## src/rtl/qtpi_pkg.sv

```systemverilog
// Shared types and constants for the quintic trajectory PI joint controller.
`default_nettype none
package qtpi_pkg;

  localparam int NUM_JOINTS = 3;
  localparam int MAX_JOINTS = 3;
  localparam int JIDX_W     = 2;
  localparam int ADDR_W     = 5;
  localparam int STEP_W     = 6;

  localparam logic [STEP_W-1:0] DIV_LAST  = '1;
  localparam logic [STEP_W-1:0] KDIV_LAST = 6'd7;

  localparam logic [21:0] DUR_RESET = 22'd2000000;
  localparam logic [15:0] KP_RESET  = 16'd4915;
  localparam logic [15:0] KI_RESET  = 16'd819;

  // 1000000 = 64 * 15625; the 15625 part is a reciprocal multiply on 30-bit chunks
  localparam logic [13:0] KDIV_D = 14'd15625;
  localparam logic [30:0] KDIV_M = 31'd1125899907;  // floor(2^44 / 15625) + 1

  typedef enum logic {
    OPC_START = 1'b0,
    OPC_TICK  = 1'b1
  } opcode_t;

  typedef enum logic [2:0] {
    REG_TGT0 = 3'd0,
    REG_TGT1 = 3'd1,
    REG_TGT2 = 3'd2,
    REG_DUR  = 3'd3,
    REG_KP   = 3'd4,
    REG_KI   = 3'd5
  } reg_idx_t;

  typedef struct packed {
    logic [MAX_JOINTS-1:0][15:0] target;
    logic [21:0]                 duration;
    logic [15:0]                 kp;
    logic [15:0]                 ki;
  } cfg_t;

  typedef enum logic [4:0] {
    OP_NONE, OP_CAPTURE, OP_DIVU_LD, OP_DIV_STEP, OP_MUL_UU, OP_GET_U2, OP_MUL_U2U,
    OP_GET_U3, OP_MUL_S, OP_GET_S, OP_MUL_REF, OP_GET_E, OP_MUL_EDT, OP_GET_I,
    OP_MUL_KP, OP_GET_PT, OP_MUL_KLO, OP_GET_LO, OP_MUL_KHI, OP_GET_FULL,
    OP_DIVK_LD, OP_KMUL, OP_KGET, OP_GET_Q, OP_FIN_J, OP_TIME, OP_OUT
  } dp_op_t;

  typedef enum logic [4:0] {
    ST_IDLE, ST_DIVU_LD, ST_DIVU, ST_MUL_UU, ST_GET_U2, ST_MUL_U2U, ST_GET_U3,
    ST_MUL_S, ST_GET_S, ST_MUL_REF, ST_GET_E, ST_MUL_EDT, ST_GET_I, ST_MUL_KP,
    ST_GET_PT, ST_MUL_KLO, ST_GET_LO, ST_MUL_KHI, ST_GET_FULL, ST_DIVK_LD, ST_DIVK,
    ST_GET_Q, ST_FIN_J, ST_TIME, ST_OUT
  } state_t;

  typedef struct packed {
    dp_op_t            op;
    logic [JIDX_W-1:0] joint;
  } dp_cmd_t;

  typedef struct packed {
    logic active;
  } dp_stat_t;

endpackage
`default_nettype wire

```

## src/rtl/qtpi_regs.sv

```systemverilog
// Configuration register file with APB-style access.
`default_nettype none
module qtpi_regs (
  input  wire logic                       clk,
  input  wire logic                       rst,
  input  wire logic                       psel,
  input  wire logic                       penable,
  input  wire logic                       pwrite,
  input  wire logic [qtpi_pkg::ADDR_W-1:0] paddr,
  input  wire logic [31:0]                pwdata,
  output logic [31:0]                     prdata,
  output qtpi_pkg::cfg_t                  cfg
);
  import qtpi_pkg::*;

  logic     wr_en;
  reg_idx_t idx;

  assign wr_en = psel && penable && pwrite;
  assign idx   = reg_idx_t'(paddr[4:2]);

  always_ff @(posedge clk) begin
    if (rst) begin
      cfg.target   <= '0;
      cfg.duration <= DUR_RESET;
      cfg.kp       <= KP_RESET;
      cfg.ki       <= KI_RESET;
    end else if (wr_en) begin
      case (idx)
        REG_TGT0: cfg.target[0] <= pwdata[15:0];
        REG_TGT1: cfg.target[1] <= pwdata[15:0];
        REG_TGT2: cfg.target[2] <= pwdata[15:0];
        REG_DUR:  cfg.duration  <= pwdata[21:0];
        REG_KP:   cfg.kp        <= pwdata[15:0];
        REG_KI:   cfg.ki        <= pwdata[15:0];
        default: ;
      endcase
    end
  end

  always_comb begin
    case (idx)
      REG_TGT0: prdata = {16'b0, cfg.target[0]};
      REG_TGT1: prdata = {16'b0, cfg.target[1]};
      REG_TGT2: prdata = {16'b0, cfg.target[2]};
      REG_DUR:  prdata = {10'b0, cfg.duration};
      REG_KP:   prdata = {16'b0, cfg.kp};
      REG_KI:   prdata = {16'b0, cfg.ki};
      default:  prdata = '0;
    endcase
  end

endmodule
`default_nettype wire

```

## config.mk

```make
export PLATFORM = sky130hd
export DESIGN_NAME = qtpi_regs
export DESIGN_NICKNAME = d
export VERILOG_FILES = /design/src/rtl/qtpi_pkg.sv /design/src/rtl/qtpi_regs.sv
export SDC_FILE = /design/constraint.sdc
export NUM_CORES = 1
export LEC_CHECK = 0
export BUFFER_PORTS_ARGS = -buffer_cell sky130_fd_sc_hd__buf_2
export CORE_ASPECT_RATIO = 0.75
export CORE_MARGIN = 5
export CORE_UTILIZATION = 54
export CTS_CLUSTER_DIAMETER = 150
export CTS_CLUSTER_SIZE = 25
export DETAILED_ROUTE_END_ITERATION = 12
export PLACE_DENSITY = 0.95
export REMOVE_ABC_BUFFERS = 1
export SYNTH_ARGS = -nofsm -noshare
export SYNTH_HDL_FRONTEND = slang
export SYNTH_SLANG_ARGS = --single-unit
```

## constraint.sdc

```tcl
create_clock -name clk -period 2.74 [get_ports clk]
set_input_delay 0.274 -clock clk [delete_from_list [all_inputs] [get_ports clk]]
set_output_delay 0.274 -clock clk [all_outputs]
set_load 0.01 [all_outputs]
```

==> flow_summary.ini <==
[clocking]
clkTransAtPathRegs_ps = 70
clock_insertion_delay_worst_skew_ps = 340
root_buffer = clkbuf_16
cts-htree-levels = 3
cts-resized-gates = 0
clockBufferDepth = 2
post_cts_buffers = 0
cts.sink_count = 102
cts_tree = done
cts_hold_buf = 0
cts_inserted_buffers = 9

[layout]
top_register = cfg
largest_registers = cfg: 102 flops
fin_nets = 744
syn2layout_area_growth_pct = 22.3
post_route_cells_drive_above_1_share_pct = 31.1
antenna_cells = 0
nFillCells = 727
largest_register_ffs = 102
final_area_mm2 = 0.00595

[drt]
post_drt_via_cell_ratio = 6.29
vias = 5138
drtIter0Drc = 685
final_antenna_net_count = 0
dr.pass1.iters = 6
routed_wl_mm = 16.3
avgRoutedWirePerCell_um = 19.9
drc_errors = 0

[global_route]
grt-ovfl-total = 0
grt_pass1_wl_mm = 25.0
grt_pass1_vias = 5037
antenna_found_initial = 0
grt_max_degree = 76
groute.usage.overall_pct = 28.4

[yosys]
muxShareOfSynthArea_pct = 12.5
synth_enable_flop_cells = 0
synth_seq_area_share_pct = 41.9
synth_top_family_by_area = compound AO/OA/AOI/OAI gates
synthSimpleGateAreaFrac_pct = 15.4
synth_cells = 575
synth_compound_area_share_pct = 22.2
synth-seq-cells = 102
synthArstFlopShare_pct = 0
yosysWarnings = 0
ys_types = 40
synth_area_per_cell_um2 = 8.47
syn_area_mm2 = 0.00487
ys.flop_type = dfxtp_1
synth_xor_xnor_area_share_pct = 0
synthAdderAreaFrac_pct = 0

[critical_path]
cp_slowest_stage_delay_ps = 540
cpMostUsedCell = buf_2
r2r_start = cfg[28]
worstPathMaxFanout = 20
cp-start-kind = primary input
required_ps = 2470
crit_family = buffers and inverters
arrival_ps = 1960
reg2reg_slack_ps = 1910
crit_type = primary input to output port
path_cells = buf_2 > nand2b_1 > buf_4 > o21ai_0 > buf_2
critPathBufInv = 3
rr_endpoint = cfg[28]
rr_worst_depth = 2
cp-end-kind = output port
cp_slowest_cell = nand2b_1

[floorplan]
start_util_pct = 54.5
ios = 176
die_y_um = 92.2
core_area_mm2 = 0.00893
fp.dieW_um = 120
rows = 30
die_area_mm2 = 0.0110

[place]
place_ws_ps = 553
hpwlAfterDp_mm = 10.7
numPortBuffers = 153
place_area_mm2 = 0.00563
gp_congestion = 0.837

[timing]
fmax_mhz = 448
period_needed_ps = 2230
drv_slew = 0
maxSlewHeadroom_pct = 49.1
finalCritPeriodShare_pct = 81.5
skew_ps = 0
setup_viol = 0
timing.final.ws_setup_ps = 507
setup_tns_ps = 0
rsz0062_at_grt = no
tightest_slew_ps = 763
hold_viol = 0

[pwr]
ir_worst_vdd_uv = 275
power.leakage_nw = 2.53
power_density_mw_per_mm2 = 537

[status]
status = finished, final reports clean

[worst_hold_path]
holdPathStages = 3
hp-start = pwdata[21]
hold_path.class = primary input to flop
hold_end = cfg[53]

[run]
drv_cap = 0
-- cell usage after synthesis, types with 3 or more instances --
cell type	count	area share, %
a21oi_1	86	8.8
a221oi_1	4	0.72
a22oi_1	4	0.62
a32oi_1	4	0.72
and3_1	6	0.77
buf_2	24	2.5
buf_4	15	2.3
buf_6	3	0.69
clkbuf_1	28	2.2
dfxtp_1	102	42
mux2_2	16	3.7
mux2i_1	43	8.8
nand2_1	4	0.31
nand3_1	82	8.4
nor2_1	33	2.5
o21ai_0	86	8.8
o221ai_1	4	0.72
o22a_1	4	0.72
-- metal layers --
layer	up-vias	global-route usage, %	part of all wire (%)
li1	2313	-	-
met1	2413	33.1	38
met2	368	48.8	49
met3	44	8.32	11
met4	0	12.0	2.3
met5	-	0	0
-- logic make-up (layout without fill, tap and decap cells) --
logic type / count (synthesis) / after routing
simple gates: 143 / 143
buf+inv: 72 / 193
mux: 59 / 59
flops: 102 / 102
other cells: 1 / 10
compound gates: 198 / 198
-- tightest hold or removal path, cell delays in order --
cell,delay (ps)
buf_2,90
nand3_1,50
a21oi_1,60
-- cells in the final DEF, fill, tap and decap left out, types with 6 or more instances in the layout --
master     count
buf_2        152
dfxtp_1      102
o21ai_0       86
a21oi_1       86
nand3_1       82
mux2i_1       43
nor2_1        33
buf_4         26
mux2_2        16
conb_1        10
clkbuf_16      9
and3_1         6
-- area by class of cell --
class                           count  area [um2]  share of cell area (%)
Inverter                            1        3.75                  0.0631
Timing Repair Buffer              178         956                    16.1
Sequential cell                   102        2040                    34.3
Clock buffer                       11         253                    4.25
Tap cell                          112         140                    2.35
Multi-Input combinational cell    410        2490                    41.8
Clock inverter                      3        68.8                    1.16
-- metrics by stage --
stage | hold slack [ps] | cells | utilization (%) | total power, mW
finish | 191 | 817 | 66.6 | 3.20
global route | 189 | 817 | 66.6 | 3.29
CTS | 179 | 817 | 66.6 | 3.20
detailed placement | 481 | 803 | 63.0 | 1.84
global placement | 470 | 803 | 63.0 | 1.83
floorplan | 343 | 513 | - | 1.65
-- where the power goes --
group | leakage [nW] | switching, mW | internal, mW
clock | 0.158 | 0.543 | 0.842
combinational | 1.55 | 0.216 | 0.0960
sequential | 0.823 | 0.00839 | 1.49
total | 2.53 | 0.767 | 2.43
-- how the worst max path moves through the flow --
stage / startpoint / endpoint / slack, ps / cells after the start
final: paddr[3] / prdata[5] / 510 / 5
after CTS: paddr[3] / prdata[0] / 540 / 5
after floorplan: paddr[3] / prdata[12] / 450 / 3
after detailed placement: paddr[3] / prdata[0] / 550 / 5
after global placement: paddr[3] / prdata[9] / 580 / 5
after global routing: paddr[3] / prdata[5] / 330 / 5
No activity file was read; power rests on OpenSTA's default activity.
