==> config.mk <==
export PLATFORM = sky130hd
export DESIGN_NAME = qtpi_ctrl
export DESIGN_NICKNAME = d
export VERILOG_FILES = /design/src/rtl/qtpi_pkg.sv /design/src/rtl/qtpi_ctrl.sv
export SDC_FILE = /design/constraint.sdc
export NUM_CORES = 1
export LEC_CHECK = 0
export CORE_ASPECT_RATIO = 2
export CORE_MARGIN = 2
export CORE_UTILIZATION = 25
export CTS_BUF_LIST = sky130_fd_sc_hd__clkbuf_16
export CTS_CLUSTER_SIZE = 10
export DETAILED_ROUTE_END_ITERATION = 8
export DONT_BUFFER_PORTS = 1
export GPL_ROUTABILITY_DRIVEN = 0
export PLACE_DENSITY_LB_ADDON = 0.3
export SLEW_MARGIN = 20
export SYNTH_ARGS = -nofsm -noshare
export SYNTH_HDL_FRONTEND = slang
export SYNTH_SLANG_ARGS = --single-unit
==> constraint.sdc <==
create_clock -name clk -period 1.49 [get_ports clk]
set_clock_uncertainty 0.05 [all_clocks]
set_input_delay 0.2235 -clock clk [delete_from_list [all_inputs] [get_ports clk]]
set_output_delay 0.2235 -clock clk [all_outputs]
set_load 0.03 [all_outputs]
==> src/rtl/qtpi_pkg.sv <==
// Shared types and constants for the quintic trajectory PI joint controller.
`default_nettype none
package qtpi_pkg;

  localparam int NUM_JOINTS = 3;
  localparam int MAX_JOINTS = 3;
  localparam int JIDX_W     = 2;
  localparam int ADDR_W     = 5;
  localparam int STEP_W     = 6;

  localparam logic [STEP_W-1:0] DIV_LAST  = '1;
  localparam logic [STEP_W-1:0] KDIV_LAST = 6'd7;

  localparam logic [21:0] DUR_RESET = 22'd2000000;
  localparam logic [15:0] KP_RESET  = 16'd4915;
  localparam logic [15:0] KI_RESET  = 16'd819;

  // 1000000 = 64 * 15625; the 15625 part is a reciprocal multiply on 30-bit chunks
  localparam logic [13:0] KDIV_D = 14'd15625;
  localparam logic [30:0] KDIV_M = 31'd1125899907;  // floor(2^44 / 15625) + 1

  typedef enum logic {
    OPC_START = 1'b0,
    OPC_TICK  = 1'b1
  } opcode_t;

  typedef enum logic [2:0] {
    REG_TGT0 = 3'd0,
    REG_TGT1 = 3'd1,
    REG_TGT2 = 3'd2,
    REG_DUR  = 3'd3,
    REG_KP   = 3'd4,
    REG_KI   = 3'd5
  } reg_idx_t;

  typedef struct packed {
    logic [MAX_JOINTS-1:0][15:0] target;
    logic [21:0]                 duration;
    logic [15:0]                 kp;
    logic [15:0]                 ki;
  } cfg_t;

  typedef enum logic [4:0] {
    OP_NONE, OP_CAPTURE, OP_DIVU_LD, OP_DIV_STEP, OP_MUL_UU, OP_GET_U2, OP_MUL_U2U,
    OP_GET_U3, OP_MUL_S, OP_GET_S, OP_MUL_REF, OP_GET_E, OP_MUL_EDT, OP_GET_I,
    OP_MUL_KP, OP_GET_PT, OP_MUL_KLO, OP_GET_LO, OP_MUL_KHI, OP_GET_FULL,
    OP_DIVK_LD, OP_KMUL, OP_KGET, OP_GET_Q, OP_FIN_J, OP_TIME, OP_OUT
  } dp_op_t;

  typedef enum logic [4:0] {
    ST_IDLE, ST_DIVU_LD, ST_DIVU, ST_MUL_UU, ST_GET_U2, ST_MUL_U2U, ST_GET_U3,
    ST_MUL_S, ST_GET_S, ST_MUL_REF, ST_GET_E, ST_MUL_EDT, ST_GET_I, ST_MUL_KP,
    ST_GET_PT, ST_MUL_KLO, ST_GET_LO, ST_MUL_KHI, ST_GET_FULL, ST_DIVK_LD, ST_DIVK,
    ST_GET_Q, ST_FIN_J, ST_TIME, ST_OUT
  } state_t;

  typedef struct packed {
    dp_op_t            op;
    logic [JIDX_W-1:0] joint;
  } dp_cmd_t;

  typedef struct packed {
    logic active;
  } dp_stat_t;

endpackage
`default_nettype wire

==> src/rtl/qtpi_ctrl.sv <==
// Sequencing state machine: handshakes and datapath commands.
`default_nettype none
module qtpi_ctrl (
  input  wire logic               clk,
  input  wire logic               rst,
  input  wire logic               in_valid,
  output logic                    in_stall,
  input  wire logic               opcode,
  output logic                    out_valid,
  input  wire logic               out_stall,
  input  wire qtpi_pkg::dp_stat_t stat,
  output qtpi_pkg::dp_cmd_t       cmd
);
  import qtpi_pkg::*;

  state_t            state, state_next;
  logic [STEP_W-1:0] step;
  logic [JIDX_W-1:0] joint;
  logic              out_free;

  assign out_free = !out_valid || !out_stall;
  assign in_stall = (state != ST_IDLE);

  always_ff @(posedge clk) begin
    if (rst) begin
      state     <= ST_IDLE;
      step      <= '0;
      joint     <= '0;
      out_valid <= 1'b0;
    end else begin
      state <= state_next;
      if (state == ST_DIVU_LD || state == ST_DIVK_LD) step <= '0;
      else if (state == ST_DIVU || state == ST_DIVK) step <= step + 1'b1;
      if (state == ST_DIVU_LD) joint <= '0;
      else if (state == ST_FIN_J) joint <= joint + 1'b1;
      if (cmd.op == OP_OUT) out_valid <= 1'b1;
      else if (!out_stall) out_valid <= 1'b0;
    end
  end

  always_comb begin
    state_next = state;
    case (state)
      ST_IDLE:
        if (in_valid) begin
          state_next = (opcode == OPC_TICK && stat.active) ? ST_DIVU_LD : ST_OUT;
        end
      ST_DIVU_LD:  state_next = ST_DIVU;
      ST_DIVU:     if (step == DIV_LAST) state_next = ST_MUL_UU;
      ST_MUL_UU:   state_next = ST_GET_U2;
      ST_GET_U2:   state_next = ST_MUL_U2U;
      ST_MUL_U2U:  state_next = ST_GET_U3;
      ST_GET_U3:   state_next = ST_MUL_S;
      ST_MUL_S:    state_next = ST_GET_S;
      ST_GET_S:    state_next = ST_MUL_REF;
      ST_MUL_REF:  state_next = ST_GET_E;
      ST_GET_E:    state_next = ST_MUL_EDT;
      ST_MUL_EDT:  state_next = ST_GET_I;
      ST_GET_I:    state_next = ST_MUL_KP;
      ST_MUL_KP:   state_next = ST_GET_PT;
      ST_GET_PT:   state_next = ST_MUL_KLO;
      ST_MUL_KLO:  state_next = ST_GET_LO;
      ST_GET_LO:   state_next = ST_MUL_KHI;
      ST_MUL_KHI:  state_next = ST_GET_FULL;
      ST_GET_FULL: state_next = ST_DIVK_LD;
      ST_DIVK_LD:  state_next = ST_DIVK;
      ST_DIVK:     if (step == KDIV_LAST) state_next = ST_GET_Q;
      ST_GET_Q:    state_next = ST_FIN_J;
      ST_FIN_J:
        state_next = (joint == JIDX_W'(NUM_JOINTS - 1)) ? ST_TIME : ST_MUL_REF;
      ST_TIME:     state_next = ST_OUT;
      ST_OUT:      if (out_free) state_next = ST_IDLE;
      default:     state_next = ST_IDLE;
    endcase
  end

  always_comb begin
    cmd.joint = joint;
    case (state)
      ST_IDLE:     cmd.op = in_valid ? OP_CAPTURE : OP_NONE;
      ST_DIVU_LD:  cmd.op = OP_DIVU_LD;
      ST_DIVU:     cmd.op = OP_DIV_STEP;
      ST_MUL_UU:   cmd.op = OP_MUL_UU;
      ST_GET_U2:   cmd.op = OP_GET_U2;
      ST_MUL_U2U:  cmd.op = OP_MUL_U2U;
      ST_GET_U3:   cmd.op = OP_GET_U3;
      ST_MUL_S:    cmd.op = OP_MUL_S;
      ST_GET_S:    cmd.op = OP_GET_S;
      ST_MUL_REF:  cmd.op = OP_MUL_REF;
      ST_GET_E:    cmd.op = OP_GET_E;
      ST_MUL_EDT:  cmd.op = OP_MUL_EDT;
      ST_GET_I:    cmd.op = OP_GET_I;
      ST_MUL_KP:   cmd.op = OP_MUL_KP;
      ST_GET_PT:   cmd.op = OP_GET_PT;
      ST_MUL_KLO:  cmd.op = OP_MUL_KLO;
      ST_GET_LO:   cmd.op = OP_GET_LO;
      ST_MUL_KHI:  cmd.op = OP_MUL_KHI;
      ST_GET_FULL: cmd.op = OP_GET_FULL;
      ST_DIVK_LD:  cmd.op = OP_DIVK_LD;
      // a multiply step then a get step per 16-bit quotient chunk
      ST_DIVK:     cmd.op = step[0] ? OP_KGET : OP_KMUL;
      ST_GET_Q:    cmd.op = OP_GET_Q;
      ST_FIN_J:    cmd.op = OP_FIN_J;
      ST_TIME:     cmd.op = OP_TIME;
      ST_OUT:      cmd.op = out_free ? OP_OUT : OP_NONE;
      default:     cmd.op = OP_NONE;
    endcase
  end

endmodule
`default_nettype wire

==> impl_metrics.toml <==
[worst_setup_path]
crit_buf_inv = 2
crit_family = "flip-flops"
crit_path_cell_trace = "buf_4, xnor2_2, o32a_1, o31ai_4, buf_12"
required_ns = 1.22
setup.worst_path.end_class = "output pin"
regToRegStartpoint = "state[2]$_SDFFE_PP0P_"
slowest_stage = "dfxtp_4"
cp.arrival_ns = 1.42
max_stage_delay_ns = 0.37
critPathMaxFanout = 6
crit_type = "flip-flop to output pin"
reg2reg_to = "step[2]$_SDFFE_PP0P_"
crit_path_start_kind = "flip-flop"
reg2reg_depth = 6
reg2reg_slack_ns = -0.02

[global_routing]
overflow = 0
antenna_found_initial = 0
grt_max_degree = 11
grt_pass1_vias = 1207
grt_pass1_wl_mm = 5.83
track_usage = 0.167

[floorplan]
pin_count = 15
start_util = 0.261
num_rows = 32
die_x_um = 49.0
die_y_um = 94.0
core_sq_mm = 0.00388
die_area_sq_mm = 0.00461

[clock_network]
cts_tree = "yes"
clk_pin_slew_ns = 0.05
clockBufferDepth = 2
clock_latency_ns = 0.25
clock-sinks = 14
cts-buffers-inserted = 3
root_buffer = "clkbuf_16"
cts.htree.levels = 1

[power]
ir_drop_uv = 1410
p_int_mw = 2.09
p_switching_mw = 1.43
p_leak_nw = 0.694
power.share.combinational = 0.695
seqPwrFrac = 0.156
power_density_mw_per_mm2 = 2010
pwr-share-clk = 0.149
p_sw_frac = 0.406

[timing]
slew_headroom = 0.794
timing.final.crit_share = 1.13
hold_viol = 0
slew_violations = 0
fmax_ghz = 0.591
worst_pin_slew_ns = 0.308
finalSetupViolations = 10
finalCriticalPeriod_ns = 1.69
rsz0062_at_grt = "true"
hold_slack_ns = 0.00495
setup_slack_ns = -0.201

[detailed_routing]
wl_mm = 3.69
dr.pass1.iters = 4
viasPerCell = 5.51
drtIter0Drc = 47
drc = 0
num_vias = 1196
final_antenna_net_count = 0
wire_per_inst_um = 17.0

[synthesis]
synth_cell_types = 45
ys_warn_count = 0
synth_mux_area_frac = 0.00988
synthXorXnorAreaFrac = 0.0691
ys_seq_elements = 14
synthArstFlopShare = 0
synth-edff-count = 0
synth_adder_area_share = 0.0247
synth-simple-area-share = 0.314
syn_nets = 137
synthFlopType = "dfxtp_1"
synth_compound_area_frac = 0.243
synthCells = 129
synth_top_family_by_area = "simple AND/OR/NAND/NOR gates"
synth_area_sq_mm = 0.00101
yosysSeqAreaShare = 0.277
synth.avg_cell_area_sq_um = 7.86

[final_layout]
layout_commonest_cell = "buf_4"
syn2layout_area_growth_pct = 72.7
multi_input_area_sq_um = 845
ff_latch_area_sq_um = 299
fin_nets = 175
antenna_cells = 0
final_area_sq_mm = 0.00175
drive_gt1_frac = 0.518
fillers = 377
final_cell_mix = "25 x buf_4, 13 x nor2_1, 11 x buf_6, 7 x dfxtp_1"

[placement]
io_buffers = 0
placed_area_sq_mm = 0.00133
place_hpwl_mm = 2.31

[outcome]
violations = "negative setup slack"
outcome = "complete, but fails checks"

[worst_hold_path]
holdCritPathClass = "input port to flip-flop"
hold_path_end = "state[2]$_SDFFE_PP0P_"
hp-start = "rst"
hold_depth = 1

[run]
max_cap_violations = 0
-- routing by layer --
metal	up-vias	track usage	wire length [um]
li1	542	-	-
met3	30	0.0175	154
met5	-	0	0
met1	564	0.156	1200
met2	60	0.300	2010
met4	0	0.174	335
-- area by class of cell --
class / instances / area share
inverter: 2 / 0.00429
multi-input combinational: 102 / 0.482
sequential: 14 / 0.171
clock inverter: 1 / 0.00214
clock buffer: 3 / 0.0429
tap: 51 / 0.0365
timing repair buffer: 44 / 0.261
-- flip-flops by register name (all words and copies together) (netlist names) --
signal,count
joint,2
out_valid,1
state,5
step,6
-- how the worst max path moves through the flow --
stage                          start                     to  slack [ns]  cells past startpoint
3_3_place_gp   state[4]$_SDFFE_PP0P_  state[4]$_SDFFE_PP0P_       -0.06                      5
2_1_floorplan  state[4]$_SDFFE_PP0P_                 cmd[3]        -0.1                      6
5_1_grt        state[1]$_SDFFE_PP0P_                 cmd[5]       -0.25                      5
4_1_cts        state[4]$_SDFFE_PP0P_                 cmd[3]       -0.17                      5
3_5_place_dp   state[4]$_SDFFE_PP0P_  state[4]$_SDFFE_PP0P_       -0.08                      5
6_report       state[1]$_SDFFE_PP0P_                 cmd[3]       -0.20                      5
-- stage by stage --
stage | TNS (ns) | utilization | std cells | power [mW] | worst slack (ns)
after detailed placement | -0.273 | 0.342 | 199 | 2.32 | -0.0763
final | -1.01 | 0.451 | 217 | 3.51 | -0.201
after CTS | -0.808 | 0.416 | 212 | 3.21 | -0.172
after floorplan | -0.0957 | - | 129 | 1.51 | -0.0957
after global placement | -0.158 | 0.342 | 199 | 2.32 | -0.0566
after global routing | -1.53 | 0.451 | 217 | 3.67 | -0.247
-- kinds of logic (layout without fill, tap and decap cells) --
kind of cell    count (synthesis)  in the layout
buf+inv                        13             50
compound gates                 34             34
simple gates                   57             57
mux                             1              1
fa+ha+maj                       2              2
flops                          14             14
xor+xnor                        8              8
-- cell usage after synthesis (3+ instances only) --
cell	count	share of area
dfxtp_1	14	0.28
xor2_1	5	0.043
nor3_1	4	0.020
buf_2	6	0.030
o21ai_0	6	0.030
nor2_1	17	0.063
nand2_1	9	0.033
a21o_1	3	0.022
nor2b_1	4	0.025
o2111ai_1	3	0.026
and3_1	3	0.019
xnor2_1	3	0.026
a21oi_1	5	0.025
nand3_1	4	0.020
-- power by group through the flow --
stage,combinational [mW],clock (mW),sequential (mW)
2_1_floorplan,1.03,0,0.479
3_3_place_gp,1.81,0,0.511
3_5_place_dp,1.81,0,0.513
4_1_cts,2.14,0.528,0.541
5_1_grt,2.57,0.545,0.559
6_report,2.44,0.523,0.548
-- repair_timing --
| item | CTS | global route |
|---|---|---|
| cloned | 1 | 0 |
| endpoints found under the hold margin | 2 | 0 |
| gates resized for setup | 36 | 29 |
| endpoints found under the setup margin | 15 | 15 |
| buffers inserted | 7 | 6 |
| pin swaps | 14 | 13 |
| hold buffers | 1 | 0 |
(Power assumes the default switching activity.)
