**config.mk**
```make
export PLATFORM = sky130hd
export DESIGN_NAME = qtpi_dpath
export DESIGN_NICKNAME = d
export VERILOG_FILES = /design/src/rtl/qtpi_pkg.sv /design/src/rtl/qtpi_dpath.sv
export SDC_FILE = /design/constraint.sdc
export NUM_CORES = 2
export LEC_CHECK = 0
export ABC_AREA = 1
export BUFFER_PORTS_ARGS = -buffer_cell sky130_fd_sc_hd__buf_2
export CAP_MARGIN = 15
export CORE_AREA = 2 2 445 447
export CTS_CLUSTER_DIAMETER = 50
export CTS_CLUSTER_SIZE = 30
export DETAILED_ROUTE_END_ITERATION = 10
export DIE_AREA = 0 0 447 449
export PLACE_DENSITY = 0.66
export SETUP_SLACK_MARGIN = 0.1
export SLEW_MARGIN = 15
export SYNTH_ARGS = -nofsm -noshare
export SYNTH_HDL_FRONTEND = slang
export SYNTH_SLANG_ARGS = --single-unit
```
**constraint.sdc**
```tcl
create_clock -name clk -period 10.3 [get_ports clk]
set_input_delay 1.03 -clock clk [delete_from_list [all_inputs] [get_ports clk]]
set_output_delay 1.03 -clock clk [all_outputs]
set_load 0.01 [all_outputs]
```
**src/rtl/qtpi_pkg.sv**
```systemverilog
// Shared types and constants for the quintic trajectory PI joint controller.
`default_nettype none
package qtpi_pkg;

  localparam int NUM_JOINTS = 3;
  localparam int MAX_JOINTS = 3;
  localparam int JIDX_W     = 2;
  localparam int ADDR_W     = 5;
  localparam int STEP_W     = 6;

  localparam logic [STEP_W-1:0] DIV_LAST  = '1;
  localparam logic [STEP_W-1:0] KDIV_LAST = 6'd7;

  localparam logic [21:0] DUR_RESET = 22'd2000000;
  localparam logic [15:0] KP_RESET  = 16'd4915;
  localparam logic [15:0] KI_RESET  = 16'd819;

  // 1000000 = 64 * 15625; the 15625 part is a reciprocal multiply on 30-bit chunks
  localparam logic [13:0] KDIV_D = 14'd15625;
  localparam logic [30:0] KDIV_M = 31'd1125899907;  // floor(2^44 / 15625) + 1

  typedef enum logic {
    OPC_START = 1'b0,
    OPC_TICK  = 1'b1
  } opcode_t;

  typedef enum logic [2:0] {
    REG_TGT0 = 3'd0,
    REG_TGT1 = 3'd1,
    REG_TGT2 = 3'd2,
    REG_DUR  = 3'd3,
    REG_KP   = 3'd4,
    REG_KI   = 3'd5
  } reg_idx_t;

  typedef struct packed {
    logic [MAX_JOINTS-1:0][15:0] target;
    logic [21:0]                 duration;
    logic [15:0]                 kp;
    logic [15:0]                 ki;
  } cfg_t;

  typedef enum logic [4:0] {
    OP_NONE, OP_CAPTURE, OP_DIVU_LD, OP_DIV_STEP, OP_MUL_UU, OP_GET_U2, OP_MUL_U2U,
    OP_GET_U3, OP_MUL_S, OP_GET_S, OP_MUL_REF, OP_GET_E, OP_MUL_EDT, OP_GET_I,
    OP_MUL_KP, OP_GET_PT, OP_MUL_KLO, OP_GET_LO, OP_MUL_KHI, OP_GET_FULL,
    OP_DIVK_LD, OP_KMUL, OP_KGET, OP_GET_Q, OP_FIN_J, OP_TIME, OP_OUT
  } dp_op_t;

  typedef enum logic [4:0] {
    ST_IDLE, ST_DIVU_LD, ST_DIVU, ST_MUL_UU, ST_GET_U2, ST_MUL_U2U, ST_GET_U3,
    ST_MUL_S, ST_GET_S, ST_MUL_REF, ST_GET_E, ST_MUL_EDT, ST_GET_I, ST_MUL_KP,
    ST_GET_PT, ST_MUL_KLO, ST_GET_LO, ST_MUL_KHI, ST_GET_FULL, ST_DIVK_LD, ST_DIVK,
    ST_GET_Q, ST_FIN_J, ST_TIME, ST_OUT
  } state_t;

  typedef struct packed {
    dp_op_t            op;
    logic [JIDX_W-1:0] joint;
  } dp_cmd_t;

  typedef struct packed {
    logic active;
  } dp_stat_t;

endpackage
`default_nettype wire

```
**src/rtl/qtpi_dpath.sv**
```systemverilog
// Datapath: trajectory state, shared multiplier, shift-subtract divider, PI math.
`default_nettype none
module qtpi_dpath (
  input  wire logic                                  clk,
  input  wire logic                                  rst,
  input  wire qtpi_pkg::dp_cmd_t                     cmd,
  output qtpi_pkg::dp_stat_t                         stat,
  input  wire qtpi_pkg::cfg_t                        cfg,
  input  wire logic                                  opcode,
  input  wire logic [qtpi_pkg::MAX_JOINTS-1:0][15:0] angles,
  input  wire logic [15:0]                           elapsed_us,
  output logic [qtpi_pkg::MAX_JOINTS-1:0][23:0]      torques,
  output logic                                       done_res
);
  import qtpi_pkg::*;

  // trajectory state
  logic signed [15:0] origin   [MAX_JOINTS];
  logic signed [16:0] distance [MAX_JOINTS];
  logic signed [47:0] integ    [MAX_JOINTS];
  logic signed [23:0] held     [MAX_JOINTS];
  logic signed [15:0] a_in     [MAX_JOINTS];
  logic [22:0]        ttime;
  logic               active;
  logic               done_flag;
  logic [15:0]        dt;

  // working registers
  logic [21:0]        div_r;
  logic [63:0]        div_q;
  logic [16:0]        u, u2, u3, s;
  logic signed [22:0] inner;
  logic signed [49:0] prod;
  logic signed [19:0] e;
  logic signed [35:0] pterm;
  logic [39:0]        plo;
  logic signed [63:0] full;
  logic               neg;
  logic signed [45:0] qs;
  logic [60:0]        kprod;

  // combinational helpers
  logic [21:0]        deff, tc;
  logic signed [24:0] ma, mb;
  logic signed [49:0] pr;
  logic signed [33:0] s_sh;
  logic [16:0]        s_next;
  logic signed [17:0] rq;
  logic signed [48:0] isum;
  logic signed [47:0] isat;
  logic signed [63:0] hi64;
  logic [22:0]        rs;
  logic               rge;
  logic signed [47:0] sumf, nf, tsh;
  logic signed [23:0] tq;
  logic [23:0]        tn_raw;
  logic [22:0]        tn;
  logic [JIDX_W-1:0]  j;
  logic [29:0]        kv, krem;
  logic [15:0]        kq;
  logic [63:0]        fmag;

  assign j           = cmd.joint;
  assign stat.active = active;
  assign deff        = (cfg.duration == '0) ? 22'd1 : cfg.duration;
  assign tc          = (ttime < 23'(deff)) ? ttime[21:0] : deff;
  assign pr          = prod + 50'sd32768;
  assign rs          = {div_r, div_q[63]};
  assign rge         = rs >= {1'b0, deff};
  // chunk = remainder:next 16 dividend bits, always below 15625 * 2^16
  assign kv          = {div_r[13:0], div_q[63:48]};
  assign kq          = kprod[59:44];
  assign krem        = kv - 30'(kq) * 30'(KDIV_D);
  assign fmag        = full[63] ? 64'(-full) : 64'(full);

  always_comb begin
    case (cmd.op)
      OP_MUL_UU:  begin ma = $signed({8'b0, div_q[16:0]}); mb = ma; end
      OP_MUL_U2U: begin ma = $signed({8'b0, u2}); mb = $signed({8'b0, u}); end
      OP_MUL_S:   begin ma = $signed({8'b0, u3}); mb = 25'(inner); end
      OP_MUL_REF: begin ma = 25'(distance[j]); mb = $signed({8'b0, s}); end
      OP_MUL_EDT: begin ma = 25'(e); mb = $signed({9'b0, dt}); end
      OP_MUL_KP:  begin ma = $signed({9'b0, cfg.kp}); mb = 25'(e); end
      OP_MUL_KLO: begin ma = $signed({9'b0, cfg.ki}); mb = $signed({1'b0, integ[j][23:0]}); end
      OP_MUL_KHI: begin ma = $signed({9'b0, cfg.ki}); mb = 25'($signed(integ[j][47:24])); end
      default:    begin ma = '0; mb = '0; end
    endcase
  end

  always_comb begin
    // blend factor clamped to [0, 1.0] in Q16
    s_sh = pr[49:16];
    if (pr[49]) s_next = '0;
    else if (s_sh > 34'sd65536) s_next = 17'd65536;
    else s_next = s_sh[16:0];
    rq   = pr[33:16];
    isum = 49'(integ[j]) + 49'($signed(prod[35:0]));
    if (isum[48] != isum[47]) isat = isum[48] ? {1'b1, 47'b0} : {1'b0, {47{1'b1}}};
    else isat = isum[47:0];
    hi64 = 64'($signed(prod[39:0]));
    sumf = 48'(pterm) + 48'(qs);
    nf   = 48'sd4096 - sumf;
    tsh  = nf >>> 13;
    if (tsh > 48'sd8388607) tq = 24'sh7FFFFF;
    else if (tsh < -48'sd8388608) tq = 24'sh800000;
    else tq = tsh[23:0];
    tn_raw = {1'b0, ttime} + 24'(dt);
    tn     = tn_raw[23] ? '1 : tn_raw[22:0];
  end

  always_ff @(posedge clk) begin
    prod <= ma * mb;
    if (rst) begin
      for (int k = 0; k < MAX_JOINTS; k++) begin
        origin[k]   <= '0;
        distance[k] <= '0;
        integ[k]    <= '0;
        held[k]     <= '0;
      end
      ttime     <= '0;
      active    <= 1'b0;
      done_flag <= 1'b0;
      torques   <= '0;
      done_res  <= 1'b0;
    end else begin
      case (cmd.op)
        OP_CAPTURE: begin
          for (int k = 0; k < MAX_JOINTS; k++) a_in[k] <= angles[k];
          dt <= elapsed_us;
          if (opcode == OPC_START) begin
            for (int k = 0; k < NUM_JOINTS; k++) begin
              origin[k]   <= angles[k];
              distance[k] <= 17'($signed(cfg.target[k])) - 17'($signed(angles[k]));
              integ[k]    <= '0;
            end
            ttime     <= '0;
            active    <= 1'b1;
            done_flag <= 1'b0;
          end else if (!active) begin
            done_flag <= (ttime >= 23'(deff));
          end
        end
        OP_DIVU_LD: begin
          div_r <= '0;
          div_q <= {26'b0, tc, 16'b0};
        end
        OP_DIV_STEP: begin
          div_r <= rge ? 22'(rs - {1'b0, deff}) : rs[21:0];
          div_q <= {div_q[62:0], rge};
        end
        OP_MUL_UU: u <= div_q[16:0];
        OP_GET_U2: u2 <= pr[32:16];
        OP_GET_U3: begin
          u3    <= pr[32:16];
          inner <= 23'sd655360 + 23'sd6 * $signed({6'b0, u2}) - 23'sd15 * $signed({6'b0, u});
        end
        OP_GET_S: s <= s_next;
        OP_GET_E: e <= 20'(a_in[j]) - 20'(origin[j]) - 20'(rq);
        OP_GET_I: integ[j] <= isat;
        OP_GET_PT: pterm <= prod[35:0];
        OP_GET_LO: plo <= prod[39:0];
        OP_GET_FULL: full <= (hi64 <<< 24) + $signed({24'b0, plo});
        OP_DIVK_LD: begin
          neg   <= full[63];
          div_q <= {6'b0, fmag[63:6]};
          div_r <= '0;
        end
        // divide by 15625, 16 quotient bits per chunk, quotient shifts in at the bottom
        OP_KMUL: kprod <= 61'(kv) * 61'(KDIV_M);
        OP_KGET: begin
          div_r <= 22'(krem);
          div_q <= {div_q[47:0], kq};
        end
        // integral term truncates toward zero
        OP_GET_Q: qs <= neg ? -$signed({1'b0, div_q[44:0]}) : $signed({1'b0, div_q[44:0]});
        OP_FIN_J: held[j] <= tq;
        OP_TIME: begin
          ttime <= tn;
          if (tn >= 23'(deff)) begin
            active    <= 1'b0;
            done_flag <= 1'b1;
          end else begin
            done_flag <= 1'b0;
          end
        end
        OP_OUT: begin
          for (int k = 0; k < MAX_JOINTS; k++) begin
            torques[k] <= (k < NUM_JOINTS) ? held[k] : '0;
          end
          done_res <= done_flag;
        end
        default: ;
      endcase
    end
  end

endmodule
`default_nettype wire

```
==> flow_summary.json <==
{
  "ir_drop_mv": 0.278,
  "grt_pass1_wl_um": 515000,
  "worst-path-stages": 32,
  "grt_use_total": 0.344,
  "path_buf_inv": 9,
  "post-route-drc-count": 0,
  "post_cts_buffers": 0,
  "viasPerCell": 5.58,
  "syn-cell-area_sq_mm": 0.0975,
  "hold_violations": 0,
  "grt_pass1_vias": 80800,
  "setup_viol": 0,
  "cp_slowest_cell": "fa_1",
  "holdCritPathClass": "primary input to register",
  "cpMostUsedCell": "fa_1",
  "drive_above_1_share": 0.0779,
  "syn2layout_area_growth_pct": 9.25,
  "fin_cells": 14200,
  "synth-main-ff-cell": "edfxtp_1",
  "rsz0062_at_grt": "false",
  "slowest_delay_ns": 0.75,
  "port_buffers": 249,
  "numCtsBuffers": 108,
  "seq_area_sq_mm": 0.0277,
  "start_util": 0.497,
  "holdBufCountCts": 0,
  "die_width_um": 447,
  "placed_cells": 14000,
  "io_pins": 250,
  "drtIter0Drc": 7703,
  "yosysTopAreaCell": "edfxtp_1",
  "cts_root_buf": "clkbuf_16",
  "fin_worst_hold_slack_ns": 0.411,
  "avgSynthCellArea_sq_um": 8.72,
  "routed_wl_um": 345000,
  "ys_ff_latch": 973,
  "relSlewSlack": 0.0915,
  "gp_congestion": 1.04,
  "path_clk_slew_ns": 0.07,
  "dr.pass1.iters": 8,
  "worst_clock_skew_ns": 0.0982,
  "status": "completed",
  "cts_resized": 0,
  "worstRegToRegCells": 31,
  "nets": 13600,
  "synth_edf_count": 825,
  "ant_nets": 0,
  "htree_levels": 3,
  "grt_overflow": 0,
  "startpoint_type": "primary input",
  "finalCritPeriodShare": 0.896,
  "clock_latency_ns": 0.79,
  "cts.path.max_buffers": 3,
  "drv_cap": 0,
  "worst_pin_slew_ns": 1.35,
  "fillers": 18200,
  "core-area_sq_mm": 0.196,
  "dp_hpwl_um": 285000,
  "num_vias": 79400,
  "p_leak_nw": 51.4,
  "synth_cell_type_count": 74,
  "end_kind": "register",
  "ys_seq_area_frac": 0.285,
  "cp_top_family": "adder cells",
  "die_area_sq_mm": 0.201,
  "drv_slew": 0,
  "cp_max_fo": 36,
  "multi_input_area_sq_mm": 0.0601,
  "yosysWarningCount": 0,
  "antenna_found_initial": 29,
  "rows": 163,
  "hold_path_depth": 1,
  "setup_tns_ns": 0,
  "postSynthCellCount": 11200,
  "path_class": "primary input to register",
  "synth_top_area_share": 0.254,
  "synth_common_cells": "inv_1, nand2_1, nor2_1, fa_1, ha_1",
  "required_ns": 10.93,
  "final_util": 0.543,
  "power_density_mw_per_mm2": 204,
  "max_freq_mhz": 108,
  "min_period_ns": 9.23,
  "grt_max_degree": 96,
  "synth_top_cells_by_area": "edfxtp_1, fa_1, ha_1, inv_1, nand2_1",
  "cts_sinks": 973,
  "arrival_ns": 9.86,
  "cts_tree": "done",
  "synthArstFlopShare": 0,
  "die_h_um": 449,
  "synth.most_common_cell": "inv_1",
  "routedWlPerCell_um": 24.3
}
-- metrics by stage --
stage / power [mW] / cell area [sq um] / worst slack (ns)
after floorplan: 13.4 / 97500 / 1.79
after global placement: 17.2 / 102000 / 0.513
after detailed placement: 17.2 / 102000 / 0.369
after CTS: 21.6 / 106000 / 1.11
after global routing: 23.3 / 106000 / 0.631
final: 21.7 / 106000 / 1.07
-- sequential cells by signal, indices dropped and copies added, names as in the netlist, 16 cells and up --
register / cells
a_in: 48
distance: 51
div_q: 64
div_r: 22
dt: 16
e: 19
full: 64
held: 72
inner: 22
integ: 192
kprod: 16
origin: 48
plo: 40
prod: 50
pterm: 36
qs: 46
s: 17
torques: 72
ttime: 23
u: 17
u2: 17
u3: 17
-- report_power, final --
part           internal [mW]  switching (mW)  total (mW)
combinational           4.19            8.36        12.6
sequential              4.63           0.181        4.81
clock                   2.34            1.99        4.33
total                   11.2            10.5        21.7
-- routing by layer --
metal / GRT usage / wire (um) / up-vias
met5: 0 / 75 / -
met4: 0.202 / 23700 / 12
met3: 0.0487 / 25600 / 705
met2: 0.548 / 158000 / 3453
met1: 0.448 / 138000 / 38700
li1: - / - / 36500
-- worst reg2reg max path, delay by kind of cell (launching register included) --
kind,cells,cell delay (ns)
flip-flops,1,0.60
XOR/XNOR,1,0.16
buffers and inverters,8,1.48
AND/OR/NAND/NOR,9,1.51
adder cells (fa/ha/maj),8,4.01
AO/OA/AOI/OAI,5,1.16
-- final timing paths --
path                                startpoint  slack, ns  endpoint
worst max-delay path                    cmd[1]       1.07  prod[46]
worst min-delay path            elapsed_us[10]       0.41    dt[10]
worst max register to register        div_q[2]       1.24  prod[41]
worst min register to register          plo[3]       0.41   full[3]
-- logic make-up after synthesis --
family	synth area share
AO/OA/AOI/OAI	0.101
XOR/XNOR	0.0300
adder cells (fa/ha/maj)	0.322
buffers and inverters	0.102
flip-flops	0.285
other	0.0000770
AND/OR/NAND/NOR	0.160
-- cell usage in the layout (no fill, tap or decap), drive strengths merged, types with 15 or more instances in the layout --
master,n
o21ai,430
xor2,220
nor2,1080
o21bai,29
inv,2356
clkbuf,115
nand2,2012
nor3,97
a21o,35
clkinv,40
nand3b,15
or2,25
ha,929
a22o,26
conb,20
o211ai,51
nor4,53
fa,989
o31ai,17
o21a,32
diode,25
a31oi,43
dfxtp,148
nand4,115
buf,409
o22ai,31
o2111ai,27
a21oi,765
a21boi,17
nand3,285
a22oi,103
edfxtp,825
xnor2,110
-- area by class of cell --
class	instances	area share
Antenna cell	25	0.000587
Clock buffer	115	0.0262
Clock inverter	90	0.0121
Inverter	2324	0.0820
Multi-Input combinational cell	7645	0.564
Sequential cell	973	0.260
Tap cell	2640	0.0310
Timing Repair Buffer	409	0.0236
(Power assumes the default switching activity.)
